File: src/rtl/sle_pkg.sv
// ----------------------------------------------------------------------------
// sle_pkg
// Shared types and character constants for the source line lock encoder.
// ----------------------------------------------------------------------------
`default_nettype none

package sle_pkg;

	// register map
	localparam logic REG_KEY_LENGTH  = 1'b0;
	localparam logic REG_KEY_ENTRIES = 1'b1;

	// register and key geometry
	localparam int KEY_LEN_W = 4;
	localparam int KEY_REG_W = 48;
	localparam int KEY_BITS  = 6;
	localparam int KEY_SLOTS = KEY_REG_W / KEY_BITS;

	// character codes
	localparam logic [7:0] CH_SPACE    = 8'd32;
	localparam logic [7:0] CH_SEMI     = 8'd59;
	localparam logic [7:0] CH_COMMA    = 8'd44;
	localparam logic [7:0] CH_BS       = 8'd8;
	localparam logic [7:0] CH_TAB      = 8'd9;
	localparam logic [7:0] CH_LF       = 8'd10;
	localparam logic [7:0] CH_LOWER_A  = 8'd97;
	localparam logic [7:0] CH_LOWER_Z  = 8'd122;
	localparam logic [7:0] CASE_OFFSET = 8'd32;
	localparam logic [7:0] CTRL_MAX    = 8'd31;
	localparam logic [7:0] HIGH_MIN    = 8'd128;

	// depth of the queue between front and back
	localparam int QUEUE_DEPTH = 4;

	// one classified item: a byte to cipher, or a line end marker
	typedef struct packed {
		logic       eol;
		logic [7:0] data;
	} sle_entry_t;

endpackage

`default_nettype wire

File: src/rtl/sle_front.sv
// ----------------------------------------------------------------------------
// sle_front
// Upper-cases bytes, drops comments, collapses separator runs and tracks
// whether the current line has produced output.
// ----------------------------------------------------------------------------
`default_nettype none

module sle_front (
	input  wire                     clk,
	input  wire                     arst_n,
	input  wire                     accept,
	input  wire                     func,
	input  wire  [7:0]              char_byte,
	output logic                    push,
	output sle_pkg::sle_entry_t     push_entry
);
	import sle_pkg::*;

	logic       in_comment_q;
	logic       in_token_q;
	logic       line_has_output_q;
	logic [7:0] upper;
	logic       is_sep;

	logic       in_comment_d;
	logic       in_token_d;
	logic       line_has_output_d;

	// upper-case a..z
	always_comb begin
		if (char_byte >= CH_LOWER_A && char_byte <= CH_LOWER_Z) begin
			upper = char_byte - CASE_OFFSET;
		end else begin
			upper = char_byte;
		end
	end

	assign is_sep = (upper == CH_SPACE) || (upper == CH_BS) || (upper == CH_TAB) ||
		(upper == CH_LF) || (upper == CH_COMMA);

	// classify the item
	always_comb begin
		push              = 1'b0;
		push_entry.eol    = 1'b0;
		push_entry.data   = upper;
		in_comment_d      = in_comment_q;
		in_token_d        = in_token_q;
		line_has_output_d = line_has_output_q;
		if (func) begin
			push              = line_has_output_q;
			push_entry.eol    = 1'b1;
			push_entry.data   = 8'd0;
			in_comment_d      = 1'b0;
			in_token_d        = 1'b0;
			line_has_output_d = 1'b0;
		end else if (in_comment_q) begin
			push = 1'b0;
		end else if (upper == CH_SEMI) begin
			in_comment_d = 1'b1;
		end else if (is_sep) begin
			if (in_token_q) begin
				push              = 1'b1;
				push_entry.data   = CH_SPACE;
				in_token_d        = 1'b0;
				line_has_output_d = 1'b1;
			end
		end else begin
			push              = 1'b1;
			in_token_d        = 1'b1;
			line_has_output_d = 1'b1;
		end
		if (!accept) begin
			push = 1'b0;
		end
	end

	// line state
	always_ff @(posedge clk or negedge arst_n) begin
		if (!arst_n) begin
			in_comment_q      <= 1'b0;
			in_token_q        <= 1'b0;
			line_has_output_q <= 1'b0;
		end else if (accept) begin
			in_comment_q      <= in_comment_d;
			in_token_q        <= in_token_d;
			line_has_output_q <= line_has_output_d;
		end
	end

endmodule

`default_nettype wire

File: src/rtl/sle_queue.sv
// ----------------------------------------------------------------------------
// sle_queue
// Short first-in first-out queue that decouples the front from the back.
// ----------------------------------------------------------------------------
`default_nettype none

module sle_queue (
	input  wire                     clk,
	input  wire                     arst_n,
	input  wire                     push,
	input  sle_pkg::sle_entry_t     push_entry,
	input  wire                     pop,
	output logic                    full,
	output logic                    not_empty,
	output sle_pkg::sle_entry_t     head
);
	import sle_pkg::*;

	localparam int PTR_W = $clog2(QUEUE_DEPTH);
	localparam int CNT_W = $clog2(QUEUE_DEPTH + 1);

	sle_entry_t         entries_q [QUEUE_DEPTH];
	logic [PTR_W-1:0]   wr_ptr_q;
	logic [PTR_W-1:0]   rd_ptr_q;
	logic [CNT_W-1:0]   count_q;
	logic               do_pop;

	assign full      = (count_q == CNT_W'(QUEUE_DEPTH));
	assign not_empty = (count_q != '0);
	assign head      = entries_q[rd_ptr_q];
	assign do_pop    = pop && not_empty;

	// storage
	always_ff @(posedge clk) begin
		if (push) begin
			entries_q[wr_ptr_q] <= push_entry;
		end
	end

	// pointers and fill count
	always_ff @(posedge clk or negedge arst_n) begin
		if (!arst_n) begin
			wr_ptr_q <= '0;
			rd_ptr_q <= '0;
			count_q  <= '0;
		end else begin
			if (push) begin
				wr_ptr_q <= PTR_W'((CNT_W'(wr_ptr_q) + CNT_W'(1)) % CNT_W'(QUEUE_DEPTH));
			end
			if (do_pop) begin
				rd_ptr_q <= PTR_W'((CNT_W'(rd_ptr_q) + CNT_W'(1)) % CNT_W'(QUEUE_DEPTH));
			end
			case ({push, do_pop})
				2'b10:   count_q <= count_q + CNT_W'(1);
				2'b01:   count_q <= count_q - CNT_W'(1);
				default: count_q <= count_q;
			endcase
		end
	end

endmodule

`default_nettype wire

File: src/rtl/sle_back.sv
// ----------------------------------------------------------------------------
// sle_back
// Ciphers queued bytes with the cycling key and the previous plain nibble, or
// passes them uncoded at key length zero, and holds each result in an output register.
// ----------------------------------------------------------------------------
`default_nettype none

module sle_back #(
	parameter int KEY_MAX = 8
) (
	input  wire                             clk,
	input  wire                             arst_n,
	input  wire  [sle_pkg::KEY_LEN_W-1:0]   key_length,
	input  wire  [sle_pkg::KEY_REG_W-1:0]   key_entries,
	input  wire                             head_valid,
	input  sle_pkg::sle_entry_t             head,
	output logic                            pop,
	output logic                            out_valid,
	input  wire                             out_ready,
	output logic [7:0]                      out_data,
	output logic                            out_last
);
	import sle_pkg::*;

	localparam int KIW = (KEY_MAX > 1) ? $clog2(KEY_MAX) : 1;

	logic [KIW-1:0]        key_index_q;
	logic [3:0]            prev_nibble_q;
	logic                  out_valid_q;
	logic [7:0]            out_data_q;
	logic                  out_last_q;

	logic [KEY_LEN_W-1:0]  len_eff;
	logic [KEY_LEN_W-1:0]  idx_w;
	logic [KEY_LEN_W-1:0]  pos;
	logic [KEY_LEN_W-1:0]  pos_next;
	logic [KEY_BITS-1:0]   key;
	logic [7:0]            plain;
	logic [7:0]            coded;
	logic                  ciphering;

	assign pop       = head_valid && (!out_valid_q || out_ready);
	assign out_valid = out_valid_q;
	assign out_data  = out_data_q;
	assign out_last  = out_last_q;

	// key position and key select
	always_comb begin
		if (key_length > KEY_LEN_W'(KEY_MAX)) begin
			len_eff = KEY_LEN_W'(KEY_MAX);
		end else begin
			len_eff = key_length;
		end
		idx_w = KEY_LEN_W'(key_index_q);
		pos   = (idx_w >= len_eff) ? '0 : idx_w;
		if (pos + KEY_LEN_W'(1) >= len_eff) begin
			pos_next = '0;
		end else begin
			pos_next = pos + KEY_LEN_W'(1);
		end
		key = '0;
		if (pos < KEY_LEN_W'(KEY_SLOTS)) begin
			key = key_entries[pos[2:0]*KEY_BITS +: KEY_BITS];
		end
	end

	// substitution and cipher
	always_comb begin
		if (head.data <= CTRL_MAX || head.data >= HIGH_MIN) begin
			plain = CH_SPACE;
		end else begin
			plain = head.data;
		end
		coded = (plain ^ {2'b00, key} ^ {4'b0000, prev_nibble_q}) + 8'd1;
		ciphering = pop && !head.eol && (key_length != '0);
	end

	// cipher state
	always_ff @(posedge clk or negedge arst_n) begin
		if (!arst_n) begin
			key_index_q   <= '0;
			prev_nibble_q <= '0;
		end else if (ciphering) begin
			key_index_q   <= KIW'(pos_next);
			prev_nibble_q <= plain[3:0];
		end
	end

	// output register
	always_ff @(posedge clk or negedge arst_n) begin
		if (!arst_n) begin
			out_valid_q <= 1'b0;
		end else if (pop) begin
			out_valid_q <= 1'b1;
		end else if (out_ready) begin
			out_valid_q <= 1'b0;
		end
	end

	always_ff @(posedge clk) begin
		if (pop) begin
			out_last_q <= head.eol;
			if (head.eol) begin
				out_data_q <= 8'd0;
			end else if (key_length == '0) begin
				out_data_q <= head.data;
			end else begin
				out_data_q <= coded;
			end
		end
	end

endmodule

`default_nettype wire

File: src/rtl/source_line_lock_encoder.sv
// ----------------------------------------------------------------------------
// source_line_lock_encoder
// Locks source text lines: upper-case, comment strip, separator collapse,
// and a key and nibble chained byte cipher.
// ----------------------------------------------------------------------------
// Takes one text byte or end-of-line marker per cycle and gives at most one
// coded byte per cycle; a byte passes through the queue storage and then the
// output register (front classify into a four-entry queue, back cipher into
// the output register). Input is held off only while the queue is full, which
// happens when the output side stalls. Keys are to be written through the
// configuration port while the block is idle; the block does not enforce this.
`default_nettype none

module source_line_lock_encoder #(
	parameter int KEY_MAX = 8
) (
	input  wire                             clk,
	input  wire                             arst_n,
	// configuration writes
	input  wire                             cfg_we,
	input  wire                             cfg_index,
	input  wire  [sle_pkg::KEY_REG_W-1:0]   cfg_wdata,
	// input stream
	input  wire                             s_tvalid,
	output logic                            s_tready,
	input  wire  [7:0]                      s_tdata,   // [7:0] char_byte
	input  wire                             s_tuser,   // [0] func
	// output stream
	output logic                            m_tvalid,
	input  wire                             m_tready,
	output logic [7:0]                      m_tdata,   // [7:0] coded_byte
	output logic                            m_tlast    // line_end
);
	import sle_pkg::*;

	logic [KEY_LEN_W-1:0]  key_length_q;
	logic [KEY_REG_W-1:0]  key_entries_q;
	logic                  s_accept;
	logic                  push;
	sle_entry_t            push_entry;
	logic                  q_full;
	logic                  q_not_empty;
	sle_entry_t            q_head;
	logic                  pop;

	// configuration registers
	always_ff @(posedge clk or negedge arst_n) begin
		if (!arst_n) begin
			key_length_q  <= KEY_LEN_W'(1);
			key_entries_q <= '0;
		end else if (cfg_we) begin
			unique case (cfg_index)
				REG_KEY_LENGTH:  key_length_q  <= cfg_wdata[KEY_LEN_W-1:0];
				REG_KEY_ENTRIES: key_entries_q <= cfg_wdata;
				default:         key_length_q  <= key_length_q;
			endcase
		end
	end

	assign s_tready = !q_full;
	assign s_accept = s_tvalid && s_tready;

	sle_front u_front (
		.clk        (clk),
		.arst_n     (arst_n),
		.accept     (s_accept),
		.func       (s_tuser),
		.char_byte  (s_tdata),
		.push       (push),
		.push_entry (push_entry)
	);

	sle_queue u_queue (
		.clk        (clk),
		.arst_n     (arst_n),
		.push       (push),
		.push_entry (push_entry),
		.pop        (pop),
		.full       (q_full),
		.not_empty  (q_not_empty),
		.head       (q_head)
	);

	sle_back #(
		.KEY_MAX (KEY_MAX)
	) u_back (
		.clk         (clk),
		.arst_n      (arst_n),
		.key_length  (key_length_q),
		.key_entries (key_entries_q),
		.head_valid  (q_not_empty),
		.head        (q_head),
		.pop         (pop),
		.out_valid   (m_tvalid),
		.out_ready   (m_tready),
		.out_data    (m_tdata),
		.out_last    (m_tlast)
	);

endmodule

`default_nettype wire

File: config.mk
export PLATFORM = sky130hd
export DESIGN_NAME = source_line_lock_encoder
export DESIGN_NICKNAME = d
export VERILOG_FILES = /design/src/rtl/sle_pkg.sv /design/src/rtl/sle_front.sv /design/src/rtl/sle_queue.sv /design/src/rtl/sle_back.sv /design/src/rtl/source_line_lock_encoder.sv
export SDC_FILE = /design/constraint.sdc
export NUM_CORES = 1
export LEC_CHECK = 0
export ABC_AREA = 1
export ABC_CLOCK_PERIOD_IN_PS = 6370
export BUFFER_PORTS_ARGS = -buffer_cell sky130_fd_sc_hd__buf_2
export CAP_MARGIN = 20
export CORE_MARGIN = 1.5
export CORE_UTILIZATION = 50
export CTS_CLUSTER_SIZE = 25
export DETAILED_ROUTE_END_ITERATION = 10
export PLACE_DENSITY = 0.7
export SLEW_MARGIN = 10
export SYNTH_ARGS = -nofsm -noshare
export SYNTH_HDL_FRONTEND = slang
export SYNTH_SLANG_ARGS = --single-unit
File: constraint.sdc
create_clock -name clk -period 6.37 [get_ports clk]
set_clock_uncertainty 0.05 [all_clocks]
set_input_delay 0.9555 -clock clk [delete_from_list [all_inputs] [get_ports clk]]
set_output_delay 0.9555 -clock clk [all_outputs]
set_load 0.02 [all_outputs]
# After elaboration in Yosys (flattened, before gate mapping)
# Memories as Yosys holds them, arrays and structs flattened.
# Cells that the tools add are included.
[totals]
word_cells = 106
reg_bits = 79
out_inout_bits = 11
in_bits = 63
mem_count = 1
mem_bits_rw = 36
[op_classes]
order_cmp = 8
addsub = 7
n_eq_ne = 12
mux = 36
shifts = 1
n_mul = 1
bitwise_logic = 3
reduce_logical = 24
[memory_table]
columns = ["name", "words", "width", "rd", "rd_ports_with_merged_regs", "wr", "line", "source"]
rows = [
  ["u_queue.entries_q", 4, 9, 1, 0, 1, "sle_queue.sv:22", "sle_entry_t entries_q [QUEUE_DEPTH];"],
]
[op_table]
columns = ["op", "count"]
rows = [
  ["two-way mux 8 bit", 8],
  ["variable part select 48 x 7 -> 6 bit", 1],
  ["== test 8 x 4 -> 1 bit, second input constant", 3],
  ["== test 8 x 6 -> 1 bit, second input constant", 3],
  ["two-way mux 1 bit", 23],
  ["adder 8 x 1 -> 8 bit, second input constant", 1],
  ["greater-or-equal comparator 8 x 7 -> 1 bit, second input constant", 1],
  ["greater-or-equal comparator 8 bit, second input constant", 1],
  ["<= comparator 8 x 5 -> 1 bit, second input constant", 1],
  ["<= comparator 8 x 7 -> 1 bit, second input constant", 1],
  ["subtractor 8 x 6 -> 8 bit, second input constant", 1],
  ["XOR 8 x 4 -> 8 bit", 1],
  ["XOR 8 x 6 -> 8 bit", 1],
  ["logical AND 1 bit", 6],
  ["logical OR 1 bit", 6],
  ["two-way mux 3 bit", 2],
  ["two-way mux 6 bit", 1],
  ["one-hot mux 3 bit (2 select lines)", 1],
  ["multiplier 3 x 2 -> 5 bit, second input constant", 1],
  ["adder 2 x 1 -> 2 bit, second input constant", 2],
  ["adder 3 x 1 -> 4 bit, second input constant", 1],
  ["greater-or-equal comparator 3 x 4 -> 1 bit", 1],
  ["greater-or-equal comparator 4 bit", 1],
  ["> comparator 4 bit, second input constant", 1],
  ["18 further kinds", 23],
]

# Depth between registers and ports, before layout
[logic_depth]
word_depth = 15
depth_mapped = 24
depth_no_buf = 22

# By module
# A second synthesis with hierarchy kept.
[hier_totals]
cells_unflattened = 802
area_unflattened_um2 = 6546.3
[by_module_without_submodules]
columns = ["mod", "cells_per_inst", "area_each_um2", "seq_area_each_um2", "instances"]
rows = [
  ["sle_back", 322, 2134.5, 470.5, 1],
  ["source_line_lock_encoder", 230, 2062.0, 1302.5, 1],
  ["sle_queue", 161, 1873.0, 1256.2, 1],
  ["sle_front", 89, 476.7, 75.1, 1],
]

# Worst setup path before layout
# Ideal clock, no wire load.
[synth_timing]
kind = "input to register"
from = "input port s_tdata[2]"
to = "register u_queue.count_q[2]"
setup_time_ns = 0.131
arrival_time_ns = 3.129
required_time_ns = 6.189
stages = 19
path_slack_ns = 3.060
path_buffers = 0
path_cell_list = "inv_1 > nand2_1 > nor2_1 > nand2_1 > nand3_1 > nand2_1 > nand2_1 > nand2_1 > nor3_1 > nand2_1 > nand4_1 > nand2_1 > inv_1 > ha_1 > inv_1 > fa_1 > a21oi_1 > o21ai_0 > xor2_1"
[synth_via]
elab_chain_len = 15
word_cells_on_any_way = 24
classes_between = "add/sub: 1; order compare: 2; eq/ne: 8; mux: 7; reduce/logical: 6"
[synth_rtl]
columns = ["element", "line", "source"]
rows = [
  ["start: declaration", "source_line_lock_encoder.sv:26", "input wire [7:0] s_tdata,"],
  ["greater-or-equal comparator 8 x 7 -> 1 bit or <= comparator 8 x 7 -> 1 bit (tied branches)", "sle_front.sv:31", "if (char_byte >= CH_LOWER_A && char_byte <= CH_LOWER_Z) begin"],
  ["logical AND 1 bit", "sle_front.sv:31", ""],
  ["two-way mux 8 bit (*)", "sle_front.sv:31", ""],
  ["== test 8 x 6 -> 1 bit or == test 8 x 4 -> 1 bit (tied branches)", "sle_front.sv:38", "assign is_sep = (upper == CH_SPACE) || (upper == CH_BS) || (upper == CH_TAB) ||"],
  ["logical OR 1 bit (3 in series)", "sle_front.sv:38", ""],
  ["logical OR 1 bit", "sle_front.sv:39", "(upper == CH_LF) || (upper == CH_COMMA);"],
  ["two-way mux 1 bit", "sle_front.sv:60", "end else if (is_sep) begin"],
  ["two-way mux 1 bit (*)", "sle_front.sv:58", "end else if (upper == CH_SEMI) begin"],
  ["two-way mux 1 bit (*)", "sle_front.sv:56", "end else if (in_comment_q) begin"],
  ["two-way mux 1 bit (*)", "sle_front.sv:49", "if (func) begin"],
  ["two-way mux 1 bit (*)", "sle_front.sv:72", "if (!accept) begin"],
  ["== test 2 x 1 -> 1 bit or == test 2 bit (tied branches)", "sle_queue.sv:53", "case ({push, do_pop})"],
  ["one-hot mux 3 bit (2 select lines) or nonzero test 2 bit (tied branches)", "n/a", ""],
  ["end signal: assignment", "sle_queue.sv:54", "2'b10: count_q <= count_q + CNT_W'(1);"],
  ["end signal: assignment", "sle_queue.sv:55", "2'b01: count_q <= count_q - CNT_W'(1);"],
  ["end signal: assignment", "sle_queue.sv:56", "default: count_q <= count_q;"],
  ["end: declaration", "sle_queue.sv:25", "logic [CNT_W-1:0] count_q;"],
]
# Mark *: on every way between the ends. The rest lies on a longest branch, timed or not.
# A chain may end at the register's enable or synchronous reset.

# Worst setup path after layout
[layout_timing]
from = "register u_back.key_index_q[0]"
to = "register u_back.out_data_q[4] (netlist: u_back.out_data[4]), data pin"
[layout_via]
elab_chain_len = 9
word_cells_on_any_way = 10
classes_between = "add/sub: 1; mul: 1; order compare: 2; shift: 1; mux: 3; bitwise: 2"
[layout_rtl]
columns = ["element", "line", "source"]
rows = [
  ["start: declaration", "sle_back.sv:27", "logic [KIW-1:0] key_index_q;"],
  ["start signal: assignment", "sle_back.sv:84", "key_index_q <= KIW'(pos_next);"],
  ["greater-or-equal comparator 3 x 4 -> 1 bit", "sle_back.sv:55", "pos = (idx_w >= len_eff) ? '0 : idx_w;"],
  ["two-way mux 3 bit (*)", "sle_back.sv:55", ""],
  ["multiplier 3 x 2 -> 5 bit", "sle_back.sv:63", "key = key_entries[pos[2:0]*KEY_BITS +: KEY_BITS];"],
  ["variable part select 48 x 7 -> 6 bit", "sle_back.sv:63", ""],
  ["two-way mux 6 bit (*)", "sle_back.sv:62", "if (pos < KEY_LEN_W'(KEY_SLOTS)) begin"],
  ["XOR 8 x 6 -> 8 bit (*)", "sle_back.sv:74", "coded = (plain ^ {2'b00, key} ^ {4'b0000, prev_nibble_q}) + 8'd1;"],
  ["XOR 8 x 4 -> 8 bit (*)", "sle_back.sv:74", ""],
  ["adder 8 x 1 -> 8 bit (*)", "sle_back.sv:74", ""],
  ["two-way mux 8 bit (*)", "sle_back.sv:105", "end else if (key_length == '0) begin"],
  ["end signal: assignment", "sle_back.sv:106", "out_data_q <= head.data;"],
  ["end signal: assignment", "sle_back.sv:108", "out_data_q <= coded;"],
  ["end: declaration", "sle_back.sv:30", "logic [7:0] out_data_q;"],
]
# Marked as above.

==> results.toml <==
[yosys]
synth.most_common_cell = "nand2_1"
async_reset_ff_share_pct = 60.87
syn-mean-instance-area_um2 = 8.973
synthFlopType = "dfrtp_1"
ys_warn_count = 0
synth_cells = 665
synth_seq_area_share_pct = 52.02
synth_top_area_share_pct = 28.94
syn_nets = 744
synth_cell_types = 36
synth_area_leader_cell = "dfrtp_1"
syn_area_um2 = 5967
synthTopCellsByArea = "dfrtp_1, edfxtp_1, nand2_1"
ys_seq_elements = 115
synth_commonest_cells = "nand2_1, inv_1, nand3_1, dfrtp_1, nor2_1"
synth_edf_count = 45

[route]
drt-total-wl_mm = 13.30
route.met3.wl_um = 638
wl_per_cell_um = 14.85
first_iter_violations = 373
vias = 4738
ant_nets = 0
wl_met1_mm = 6.239
viasPerCell = 5.294
met2_wirelength_mm = 6.188
first_pass_iters = 7
post-route-drc-count = 0
top_layer_used = "met4"

[timing]
fin_crit_sh_pct = 65.69
slew_headroom_pct = 36.81
worst_pin_slew_ns = 0.9444
clock.fmax_mhz = 239.0
rsz0062_at_grt = "false"
finalSetupViolCount = 0
finalSetupTns_ns = 0
hold_violations = 0
finalCriticalPeriod_ns = 4.185
hold_slack_ns = 0.4272
drv_slew = 0

[clock_tree]
cts.repair.resized = 0
cts_tree = "built"
worst_skew_pair.late_latency_ns = 0.43
clock-sinks = 115
cts.clk_slew.worst_paths_ns = 0.06
htree_num_levels = 4
post_cts_buffers = 0
holdBufCountCts = 0
clock_path_buffers = 2
clockRootBuffer = "clkbuf_16"
numCtsBuffers = 17

[job]
drv_cap = 0

[finish]
synthToLayoutAreaGrowth_pct = 17.34
finalNonFillerCells = 895
drive_above_1_share_pct = 21.01
diodes = 0
fillCellCount = 1000
layout.nets = 818

[global_routing]
grt_pass1_wl_mm = 22.74
antenna_found_initial = 0
grt_pass1_vias = 4711
overflow = 0
grt_max_degree = 71
grtUsageTotal_pct = 23.18

[floorplanning]
core_area_um2 = 11520
ioPinCount = 74
die_w_um = 112.2
die_h_um = 112.2
start_util_pct = 51.81
dieArea_um2 = 12600
fp-row-count = 39

[worst_setup_path]
timing_worst_setup_path_type = "reg -> reg"
end_kind = "register"
crit_fanout = 26
cp.required_ns = 6.50
cp.arrival_ns = 4.32
start_kind = "register"
reg2reg_from = "u_back.key_index_q[0]"
worstSetupStartpoint = "u_back.key_index_q[0]"

[power_and_ir_drop]
peakVddDrop_v = 0.0003176
leakage_nw = 3.391
p_total_mw = 3.324
power-per-cell-area_nw_per_um2 = 474.8

[placement]
io_buffers = 73
dpl.cell_count = 863
hpwl_mm = 9.544
place_congestion = 0.8785

[min_path]
hp-start = "u_queue.count_q[0]"
hold_path_class = "reg -> reg"

[outcome]
status = "completed"
## critical path, stage by stage (launching register included)
cell,delay (ns)
dfrtp_1,0.90
inv_1,0.19
ha_1,0.36
inv_1,0.06
nand2_1,0.04
nand2_1,0.05
nand2_1,0.05
nand2_1,0.36
nand3_1,0.46
inv_2,0.29
nand3_1,0.13
nand2_1,0.08
nand2_1,0.05
nand2_1,0.14
ha_1,0.21
nand3_1,0.12
o21ai_0,0.19
nand3_1,0.09
nand2_1,0.07
inv_1,0.04
## report_power, final
group | internal, mW | switching (mW) | total [mW] | leakage [nW]
Combinational | 0.441 | 0.872 | 1.31 | 1.85
Sequential | 0.956 | 0.126 | 1.08 | 1.25
Clock | 0.570 | 0.358 | 0.928 | 0.292
Total | 1.97 | 1.36 | 3.32 | 3.39
## metrics by stage
stage	setup slack, ns	util (%)	area, um^2
floorplan	3.060	-	5967
global placement	2.510	55.68	6412
detailed placement	2.329	55.68	6412
CTS	2.254	60.80	7002
global route	1.808	60.80	7002
finish	2.185	60.80	7002
## metal layers
metal / vias up / GRT usage [%]
met3: 22 / 5.562
met2: 112 / 36.40
li1: 2355 / -
met4: 0 / 8.523
met5: - / 0
met1: 2249 / 31.62
## registers in the layout, summed over array words and instances, names as in the netlist, 3 cells and up
register and cells:
key_entries_q 48, key_length_q 4, u_back.key_index_q 3, u_back.out_data 8, u_back.prev_nibble_q 4, u_queue.count_q 3, u_queue.entries_q 36
## worst paths after layout
kind | to | depth (start not counted) | slack, ns
min in group asynchronous | key_entries_q[45] | 2 | 0.67
min reg2reg | u_queue.count_q[0] | 1 | 0.43
max reg2reg | u_back.out_data[4] | 19 | 2.19
max in group asynchronous | u_queue.rd_ptr_q[0] | 2 | 4.99
max | u_back.out_data[4] | 19 | 2.19
min | u_queue.count_q[0] | 1 | 0.43
## layout by cell type, fill, tap and decap left out, types with 2 or more instances in the layout
master,instances
xor2_1,5
nand3b_1,3
xnor2_1,2
nand2_2,2
a21oi_1,23
nand2_1,172
o21a_1,2
nand4_1,18
buf_2,73
nand3_1,73
mux2_2,35
dfrtp_1,69
inv_4,2
ha_1,15
o22ai_1,4
clkbuf_8,2
inv_6,5
buf_4,3
o21ai_0,31
inv_2,6
nor3_1,5
nor2_1,47
edfxtp_1,45
clkbuf_16,19
clkinv_4,2
inv_1,75
## kinds of logic after synthesis
| family | share of synthesized area (%) |
|---|---|
| AOI/OAI and AO/OA | 5.955 |
| xor gates and xnor gates | 1.027 |
| adders and majority gates | 3.481 |
| buffers and inverters | 7.171 |
| DFF | 52.02 |
| muxes | 6.605 |
| and+or+nand+nor | 23.74 |
## area by class of cell
class / instances / area [um^2] / share of cell area [%]
tap: 143 / 178.9 / 2.555
inverter: 81 / 304.0 / 4.342
clock inverter: 11 / 86.33 / 1.233
sequential: 115 / 3104 / 44.34
multi-input combinational: 448 / 2437 / 34.81
clock buffer: 21 / 503.0 / 7.184
timing repair buffer: 76 / 387.9 / 5.540
No activity file was read; power rests on OpenSTA's default activity.
